`config.mk`:
```
export PLATFORM = sky130hd
export DESIGN_NAME = pts_ctrl
export DESIGN_NICKNAME = d
export VERILOG_FILES = /design/src/rtl/pts_pkg.sv /design/src/rtl/pts_ctrl.sv
export SDC_FILE = /design/constraint.sdc
export NUM_CORES = 1
export LEC_CHECK = 0
export ABC_AREA = 1
export BUFFER_PORTS_ARGS = -buffer_cell sky130_fd_sc_hd__buf_2
export CORE_MARGIN = 2
export CORE_UTILIZATION = 50
export CTS_CLUSTER_DIAMETER = 80
export DETAILED_ROUTE_END_ITERATION = 8
export PLACE_DENSITY = 0.72
export SYNTH_ARGS = -nofsm -noshare
export SYNTH_HDL_FRONTEND = slang
export SYNTH_SLANG_ARGS = --single-unit
```
`constraint.sdc`:
```
create_clock -name aclk -period 1.4 [get_ports aclk]
set_input_delay 0.07 -clock aclk [delete_from_list [all_inputs] [get_ports aclk]]
set_output_delay 0.07 -clock aclk [all_outputs]
set_load 0.01 [all_outputs]
```
`src/rtl/pts_pkg.sv`:
```
// pts_pkg: shared types, constants and helper functions of the pan/tilt slew limiter
// used by pts_div, pts_ctrl, pts_datapath and pan_tilt_slew_limiter
package pts_pkg;

    localparam int ANGLE_FRAC_BITS_DEF = 13;
    localparam logic [63:0] PI_Q30 = 64'd3373259426;

    localparam int ANG_W   = 16;
    localparam int LIM_W   = 9;
    localparam int CUT_W   = 10;
    localparam int GAIN_W  = 16;
    localparam int TICK_W  = 17;
    localparam int SPEED_W = 12;

    localparam int U_W        = 17;
    localparam int WRAP_W     = 24;
    localparam int NUM_W      = 20;
    localparam int M_W        = 24;
    localparam int SUM_W      = 33;
    localparam int SQRT_STEPS = 17;
    localparam int STEP_CNT_W = 5;
    localparam int DIV_NUM_W  = 64;
    localparam int DIV_DEN_W  = 42;
    localparam int DIV_CNT_W  = 6;
    localparam int FILT_W     = 36;

    localparam logic [31:0] BIG_UNIT = 32'd2880000000;

    localparam int APB_ADDR_W = 5;
    localparam int APB_DATA_W = 32;

    localparam logic [2:0] REG_STANDING = 3'd0;
    localparam logic [2:0] REG_WALKING  = 3'd1;
    localparam logic [2:0] REG_CUTOFF   = 3'd2;
    localparam logic [2:0] REG_GAIN     = 3'd3;
    localparam logic [2:0] REG_TICK     = 3'd4;

    typedef struct packed {
        logic                    func;
        logic signed [ANG_W-1:0] target_yaw;
        logic signed [ANG_W-1:0] target_pitch;
        logic                    walking;
        logic [SPEED_W-1:0]      walk_speed;
    } item_t;

    typedef struct packed {
        logic signed [ANG_W-1:0] yaw_out;
        logic signed [ANG_W-1:0] pitch_out;
        logic                    step_limited;
    } result_t;

    typedef struct packed {
        logic [LIM_W-1:0]  standing;
        logic [LIM_W-1:0]  walk_lim;
        logic [CUT_W-1:0]  cutoff;
        logic [GAIN_W-1:0] gain;
        logic [TICK_W-1:0] tick;
    } cfg_t;

    typedef enum logic [4:0] {
        OP_IDLE,
        OP_LOAD,
        OP_WRAP,
        OP_FIX,
        OP_NUM,
        OP_PI,
        OP_TICK,
        OP_SQRT,
        OP_NSUM,
        OP_DIVM,
        OP_MTAKE,
        OP_DIVX,
        OP_XTAKE,
        OP_DIVY,
        OP_YTAKE,
        OP_FMUL,
        OP_FILT,
        OP_CMD,
        OP_OUT
    } dp_op_t;

    typedef struct packed {
        logic div_done;
        logic limited;
    } dp_status_t;

    function automatic logic [63:0] pi_q(input int f);
        return (PI_Q30 + (64'd1 << (29 - f))) >> (30 - f);
    endfunction

    function automatic logic [63:0] pi_fine(input int f);
        return (PI_Q30 + (64'd1 << (25 - f))) >> (26 - f);
    endfunction

    // number of compare-subtract steps that bring a 16-bit magnitude below two pi
    function automatic int wrap_steps(input int f);
        int          k;
        logic [63:0] tp;
        tp = pi_q(f) << 1;
        k  = 0;
        for (int i = 0; i < 17; i++) begin
            if ((tp << k) <= 64'd65535) begin
                k = k + 1;
            end
        end
        if (k == 0) begin
            k = 1;
        end
        return k;
    endfunction

    function automatic logic signed [ANG_W-1:0] sat16(input logic signed [FILT_W-1:0] x);
        if (x > 36'sd32767) begin
            return 16'sh7FFF;
        end else if (x < -36'sd32768) begin
            return 16'sh8000;
        end else begin
            return x[ANG_W-1:0];
        end
    endfunction

endpackage

```
`src/rtl/pts_ctrl.sv`:
```
// pts_ctrl: sequencer that steps the datapath through one control tick
// depends on pts_pkg for the op codes and status struct
module pts_ctrl
    import pts_pkg::*;
#(
    parameter int ANGLE_FRAC_BITS = ANGLE_FRAC_BITS_DEF
) (
    input  logic       aclk,
    input  logic       aresetn,
    input  logic       s_valid,
    output logic       s_ready,
    output logic       m_valid,
    input  logic       m_ready,
    output dp_op_t     op,
    input  dp_status_t status
);

    localparam int WRAP_STEPS = wrap_steps(ANGLE_FRAC_BITS);

    typedef enum logic [4:0] {
        ST_IDLE,
        ST_WRAP,
        ST_FIX,
        ST_NUM,
        ST_PI,
        ST_TICK,
        ST_SQRT,
        ST_NSUM,
        ST_DIVM_GO,
        ST_DIVM_WAIT,
        ST_CHK,
        ST_DIVX_GO,
        ST_DIVX_WAIT,
        ST_DIVY_GO,
        ST_DIVY_WAIT,
        ST_FMUL,
        ST_FILT,
        ST_CMD,
        ST_OUT
    } state_t;

    state_t                state_reg, state_next;
    logic [STEP_CNT_W-1:0] cnt_reg, cnt_next;
    logic                  m_valid_reg, m_valid_next;

    always_comb begin
        state_next   = state_reg;
        cnt_next     = cnt_reg;
        m_valid_next = m_valid_reg && !m_ready;
        op           = OP_IDLE;
        unique case (state_reg)
            ST_IDLE: begin
                if (s_valid) begin
                    op         = OP_LOAD;
                    cnt_next   = '0;
                    state_next = ST_WRAP;
                end
            end
            ST_WRAP: begin
                op       = OP_WRAP;
                cnt_next = cnt_reg + 1'b1;
                if (cnt_reg == STEP_CNT_W'(WRAP_STEPS - 1)) begin
                    state_next = ST_FIX;
                end
            end
            ST_FIX: begin
                op         = OP_FIX;
                state_next = ST_NUM;
            end
            ST_NUM: begin
                op         = OP_NUM;
                state_next = ST_PI;
            end
            ST_PI: begin
                op         = OP_PI;
                state_next = ST_TICK;
            end
            ST_TICK: begin
                op         = OP_TICK;
                cnt_next   = '0;
                state_next = ST_SQRT;
            end
            ST_SQRT: begin
                op       = OP_SQRT;
                cnt_next = cnt_reg + 1'b1;
                if (cnt_reg == STEP_CNT_W'(SQRT_STEPS - 1)) begin
                    state_next = ST_NSUM;
                end
            end
            ST_NSUM: begin
                op         = OP_NSUM;
                state_next = ST_DIVM_GO;
            end
            ST_DIVM_GO: begin
                op         = OP_DIVM;
                state_next = ST_DIVM_WAIT;
            end
            ST_DIVM_WAIT: begin
                if (status.div_done) begin
                    op         = OP_MTAKE;
                    state_next = ST_CHK;
                end
            end
            ST_CHK: begin
                if (status.limited) begin
                    state_next = ST_DIVX_GO;
                end else begin
                    state_next = ST_FMUL;
                end
            end
            ST_DIVX_GO: begin
                op         = OP_DIVX;
                state_next = ST_DIVX_WAIT;
            end
            ST_DIVX_WAIT: begin
                if (status.div_done) begin
                    op         = OP_XTAKE;
                    state_next = ST_DIVY_GO;
                end
            end
            ST_DIVY_GO: begin
                op         = OP_DIVY;
                state_next = ST_DIVY_WAIT;
            end
            ST_DIVY_WAIT: begin
                if (status.div_done) begin
                    op         = OP_YTAKE;
                    state_next = ST_FMUL;
                end
            end
            ST_FMUL: begin
                op         = OP_FMUL;
                state_next = ST_FILT;
            end
            ST_FILT: begin
                op         = OP_FILT;
                state_next = ST_CMD;
            end
            ST_CMD: begin
                op         = OP_CMD;
                state_next = ST_OUT;
            end
            ST_OUT: begin
                if (!m_valid_reg || m_ready) begin
                    op           = OP_OUT;
                    m_valid_next = 1'b1;
                    state_next   = ST_IDLE;
                end
            end
            default: begin
                state_next = ST_IDLE;
            end
        endcase
    end

    always_ff @(posedge aclk) begin
        if (!aresetn) begin
            state_reg   <= ST_IDLE;
            cnt_reg     <= '0;
            m_valid_reg <= 1'b0;
        end else begin
            state_reg   <= state_next;
            cnt_reg     <= cnt_next;
            m_valid_reg <= m_valid_next;
        end
    end

    assign s_ready = (state_reg == ST_IDLE);
    assign m_valid = m_valid_reg;

endmodule

```
* Word level (Yosys, flattened, before mapping) *
Index checks and enable logic that the tools add are counted.

storage, ports and cells
  memories kept = 0
  RAM bits = 0
  memory bits (read-only) = 0
  word-level logic and storage cells = 59
  bits of input ports = 6
  register bits = 11
  bits in latches = 0

operators by class
  multiply operators = 0
  mux-type cells = 19
  add/sub/neg operators = 1
  bitwise operators = 0
  div/mod/pow operators = 0
  $lt $le $gt $ge = 0
  reduce and logical (&&, ||, !) cells = 10
  equality and inequality tests = 26
  shifts and indexed selects = 0

operator list
  kind                                                                    number
  5-bit one-hot mux with 19 select lines                                  1
  5-bit one-hot mux with 18 select lines                                  1
  5-bit two-way mux                                                       9
  5-bit by 4-bit equality test with 1-bit output (second input constant)  8
  5-bit by 3-bit equality test with 1-bit output (second input constant)  4
  5-bit equality test (second input constant)                             4
  5-bit one-hot mux with 3 select lines                                   1
  2-bit != test (second input constant)                                   7
  4-bit two-way mux                                                       3
  5-bit by 2-bit equality test with 1-bit output (second input constant)  2
  5-bit logical NOT                                                       2
  7-bit AND reduction                                                     1
  5-bit by 1-bit adder with 5-bit output (second input constant)          1
  5-bit by 1-bit equality test with 1-bit output (second input constant)  1
  1-bit two-way mux                                                       3
  3-bit two-way mux                                                       1
  3-bit nonzero test                                                      1
  1-bit logical NOT                                                       2
  2-bit AND reduction                                                     1
  2-bit OR reduction                                                      1
  1-bit logical AND                                                       1
  1-bit logical OR                                                        1

* Longest topological paths before layout *
  depth in word-level cells = 4
  mapped depth = 10
  depth with buffers taken out = 10

* Worst setup path after synthesis *
No wires, ideal clock.

  path kind = flip-flop to flip-flop
  from = register state_reg[3]
  to = register cnt_reg[3]
  library setup time = 115 ps
  cell stages (with the launch flop) = 9
  slack = 138 ps
  required time = 1285 ps
  data arrival time = 1147 ps
  path buffers = 0
  cell sequence = dfxtp_1 nor2_2 nand2_2 nor2_4 nand2_2 nand2_1 nand2_2 a21oi_1 nor2_1

on the way
  elaborated cells on any way between the ends = 9
  those cells by class = eq/ne (4); mux (1); reduce/logical (4)

RTL lines
  what                                                           line             text
  start, declared                                                pts_ctrl.sv:42   state_t state_reg, state_next;
  start signal, assigned                                         pts_ctrl.sv:162  state_reg <= state_next;
  5-bit logical NOT *                                            --
  via s_ready                                                    pts_ctrl.sv:11   output logic s_ready,
  2-bit != test (no line) or 3-bit nonzero test (tied branches)  --
  2-bit AND reduction (no line)                                  --
  end signal, assigned                                           pts_ctrl.sv:163  cnt_reg <= cnt_next;
  end, declared                                                  pts_ctrl.sv:43   logic [STEP_CNT_W-1:0] cnt_reg, cnt_next;

Mark *: on every way through the listed nets, which the timed path passes. The rest lies on a longest branch.
A chain may end at the register's enable or synchronous reset.

* Final worst setup path *
  from = register state_reg[1]
  to = output port op[0]

on the way
  word-level cells in the longest chain between the ends = 2
  elaborated cells on any way between the ends = 19
  those cells by class = eq/ne (17); mux (1); reduce/logical (1)

ends and longest elaborated chain
  what                                         line            text
  5-bit equality test (tied with other cells)  pts_ctrl.sv:51  unique case (state_reg)
  5-bit one-hot mux with 18 select lines *     pts_ctrl.sv:51
  end, declared                                pts_ctrl.sv:14  output dp_op_t op,

Every way passes the cells marked *; elsewhere a longest branch is shown, timed or not.

==> out/qor.yml <==
run_status:
  outcome: "complete, but fails checks"
  violations: "setup timing"
synthesis:
  synthTopCellsByArea: "dfxtp_1 24%, nand2_1 17%, inv_1 9.0%"
  netlist_area_sq_um: 917.1
  synthArstFlopShare_pct: 0
  synth_flop_cell: "dfxtp_1"
  yosys.area.top_type: "dfxtp_1"
  avgSynthCellArea_sq_um: 5.842
  syn-num-nets: 165
  yosys-top-cells-count: "42 x nand2_1, 22 x inv_1, 16 x nor2_1"
  yosysMostFrequentCell: "nand2_1"
  synth_edf_count: 0
  syn_inst: 157
  synth_top_area_share_pct: 24.01
  yosysWarnings: 0
  seq_area_frac_synth_pct: 24.01
  ys_types: 23
  synth_seq_cells: 11
setup_path:
  crit_path_cell_trace: "inv_4 -> nor2_4 -> buf_6 -> nand3_1 -> nand2_2 -> nor2_4 -> o211ai_1 -> buf_2"
  required_ns: 1.33
  regToRegSetupSlack_ns: -0.07
  cp_slowest_stage_delay_ns: 0.42
  worstSetupStartpointType: "register"
  timing.rr.end: "state_reg[0]"
  critPathMostFrequentCell: "nor2_4"
  reg2reg_depth: 12
  critPathKind: "register to output port"
  critPathMaxFanout: 6
  critPathCaptureType: "output port"
  timing.rr.start: "state_reg[2]"
  slowest_stage: "dfxtp_4"
  worstPathArrival_ns: 1.53
routing:
  drt_drc_violations_left: 0
  dr.pass1.iters: 4
  ant_nets: 0
  drtIter0Drc: 57
  drt_wl_total_mm: 3.058
  via_count: 1225
  wl_per_cell_um: 13.96
  vias_per_cell: 5.594
floorplanning:
  dieArea_sq_um: 2193
  chipWidth_um: 46.83
  boundaryPins: 13
  fp.dieH_um: 46.83
  start_util_pct: 53.12
  core-area_sq_um: 1727
  rows: 15
clock_tree:
  htree_levels: 1
  cts-hold-fix-buffers: 0
  cts_tree: "built"
  cts-root-buf: "clkbuf_4"
  clk_pin_slew_worst_paths_ns: 0.07
  cts_inserted_buffers: 3
  clock-sinks: 11
  clock_latency_ns: 0.27
  cts_buffer_depth: 2
hold_path:
  hp-class: "primary input to register"
  min_path_cells: 3
  worstHoldStart: "aresetn"
  hold_end: "state_reg[2]"
layout:
  syn2layout_area_growth_pct: 51.30
  finalNetCount: 203
  drive_gt1_share_pct: 46.39
  n_antenna_cell: 0
sta:
  slew_headroom_pct: 79.11
  fin_ws_ns: -0.2040
  finalHoldWorstSlack_ns: 0.02390
  finalClockSkew_ns: 0.003086
  fmax_mhz: 623.5
  worst_slew_pin_slew_ns: 0.3129
  report.final.slew_viol_count: 0
  hold_viol: 0
  post-route-min-period_ns: 1.604
  grt_setup_unrepaired: "true"
  setup_violations: 5
  finalCritPeriodShare_pct: 114.6
pwr:
  p_comb_share_pct: 65.1
  p_per_area_nw_per_um2: 1426
  p_switching_uw: 988.0
  p_int_uw: 990.5
  p_leak_nw: 0.6253
  p_clk_share_pct: 11.0
  switching_share_pct: 49.94
  seqPwrFrac_pct: 23.9
  peakVddDrop_v: 0.001022
placement:
  pre_cts_ws_ns: -0.08313
  post-dp-hpwl_mm: 1.927
  portBuffers: 12
  globalplace.congestion: 0.9082
global_routing:
  gr-usage-all-layers_pct: 29.21
  antenna_found_initial: 0
  gr-total-overflow: 0
  grt_pass1_vias: 1091
  grt_pass1_wl_mm: 4.547
  grt_max_degree: 9
flow_run:
  cap_violations: 0
## power groups by stage
stage	registers, mW	clock network (mW)	logic [mW]
3_5_place_dp	0.430	0	0.902
5_1_grt	0.480	0.231	1.40
2_1_floorplan	0.417	0	0.646
4_1_cts	0.458	0.222	1.04
3_3_place_gp	0.431	0	0.898
6_report	0.473	0.218	1.29
## worst max path at each step
stage          slack (ns)         start          to  cells after the start
2_1_floorplan        0.14  state_reg[3]  cnt_reg[3]                      8
3_5_place_dp        -0.08  state_reg[1]       op[1]                      8
6_report            -0.20  state_reg[1]       op[0]                      8
5_1_grt             -0.28  state_reg[3]       op[0]                      8
4_1_cts             -0.11  state_reg[1]       op[0]                      8
3_3_place_gp        -0.11  state_reg[1]       op[1]                      8
## cell type report
class	instances	area (sq um)
timing repair buffer	33	225.2
inverter	25	103.9
sequential	11	236.5
multi-input combinational	121	764.5
tap	25	31.28
fill	121	339.1
clock buffer	4	26.28
## worst max-delay path, delay by kind of cell (launching register included)
kind | cells | cell delay (ns)
DFF | 1 | 0.42
AOI/OAI and AO/OA | 1 | 0.10
and+or+nand+nor | 4 | 0.37
buffers and inverters | 3 | 0.38
## through the flow
stage          cell area [sq um]  cells  utilization (%)  power (mW)  TNS (ns)
5_1_grt                     1388    219            80.36       2.111    -1.290
3_5_place_dp                1099    206            63.62       1.332  -0.08313
2_1_floorplan              917.1    157                -       1.063         0
3_3_place_gp                1099    206            63.62       1.329   -0.1149
6_report                    1388    219            80.36       1.979   -0.5906
4_1_cts                     1274    217            73.77       1.715   -0.3118
## cell families after synthesis
group / synth area share (%)
and+or+nand+nor: 44.07
xor gates and xnor gates: 0.9552
adders and majority gates: 2.728
buffers and inverters: 10.23
DFF: 24.01
AOI/OAI and AO/OA: 18.01
## metal layers
layer	up-vias	track usage (%)	share of wire (%)
met2	64	50.41	48
met4	0	8.889	3.3
met1	563	36.34	41
met5	-	0	0
met3	14	6.154	8.5
li1	584	-	-
## cells in the final DEF (no fill, tap or decap), drive strengths merged
cell type / n
ha: 2
nor3: 1
a21boi: 1
a211oi: 1
dfxtp: 11
nand2: 48
a31oi: 1
a21oi: 14
a41oi: 1
clkbuf: 4
inv: 25
nor2: 25
o2bb2ai: 1
o211ai: 3
nand4: 2
xnor2: 1
o21ai: 6
buf: 33
nand3: 14
## what timing repair did
action	in CTS	in global routing
buffers inserted	7	3
pin swaps	4	12
gates resized for setup	33	29
endpoints found under the setup margin	6	13
No activity file was read; power rests on OpenSTA's default activity.
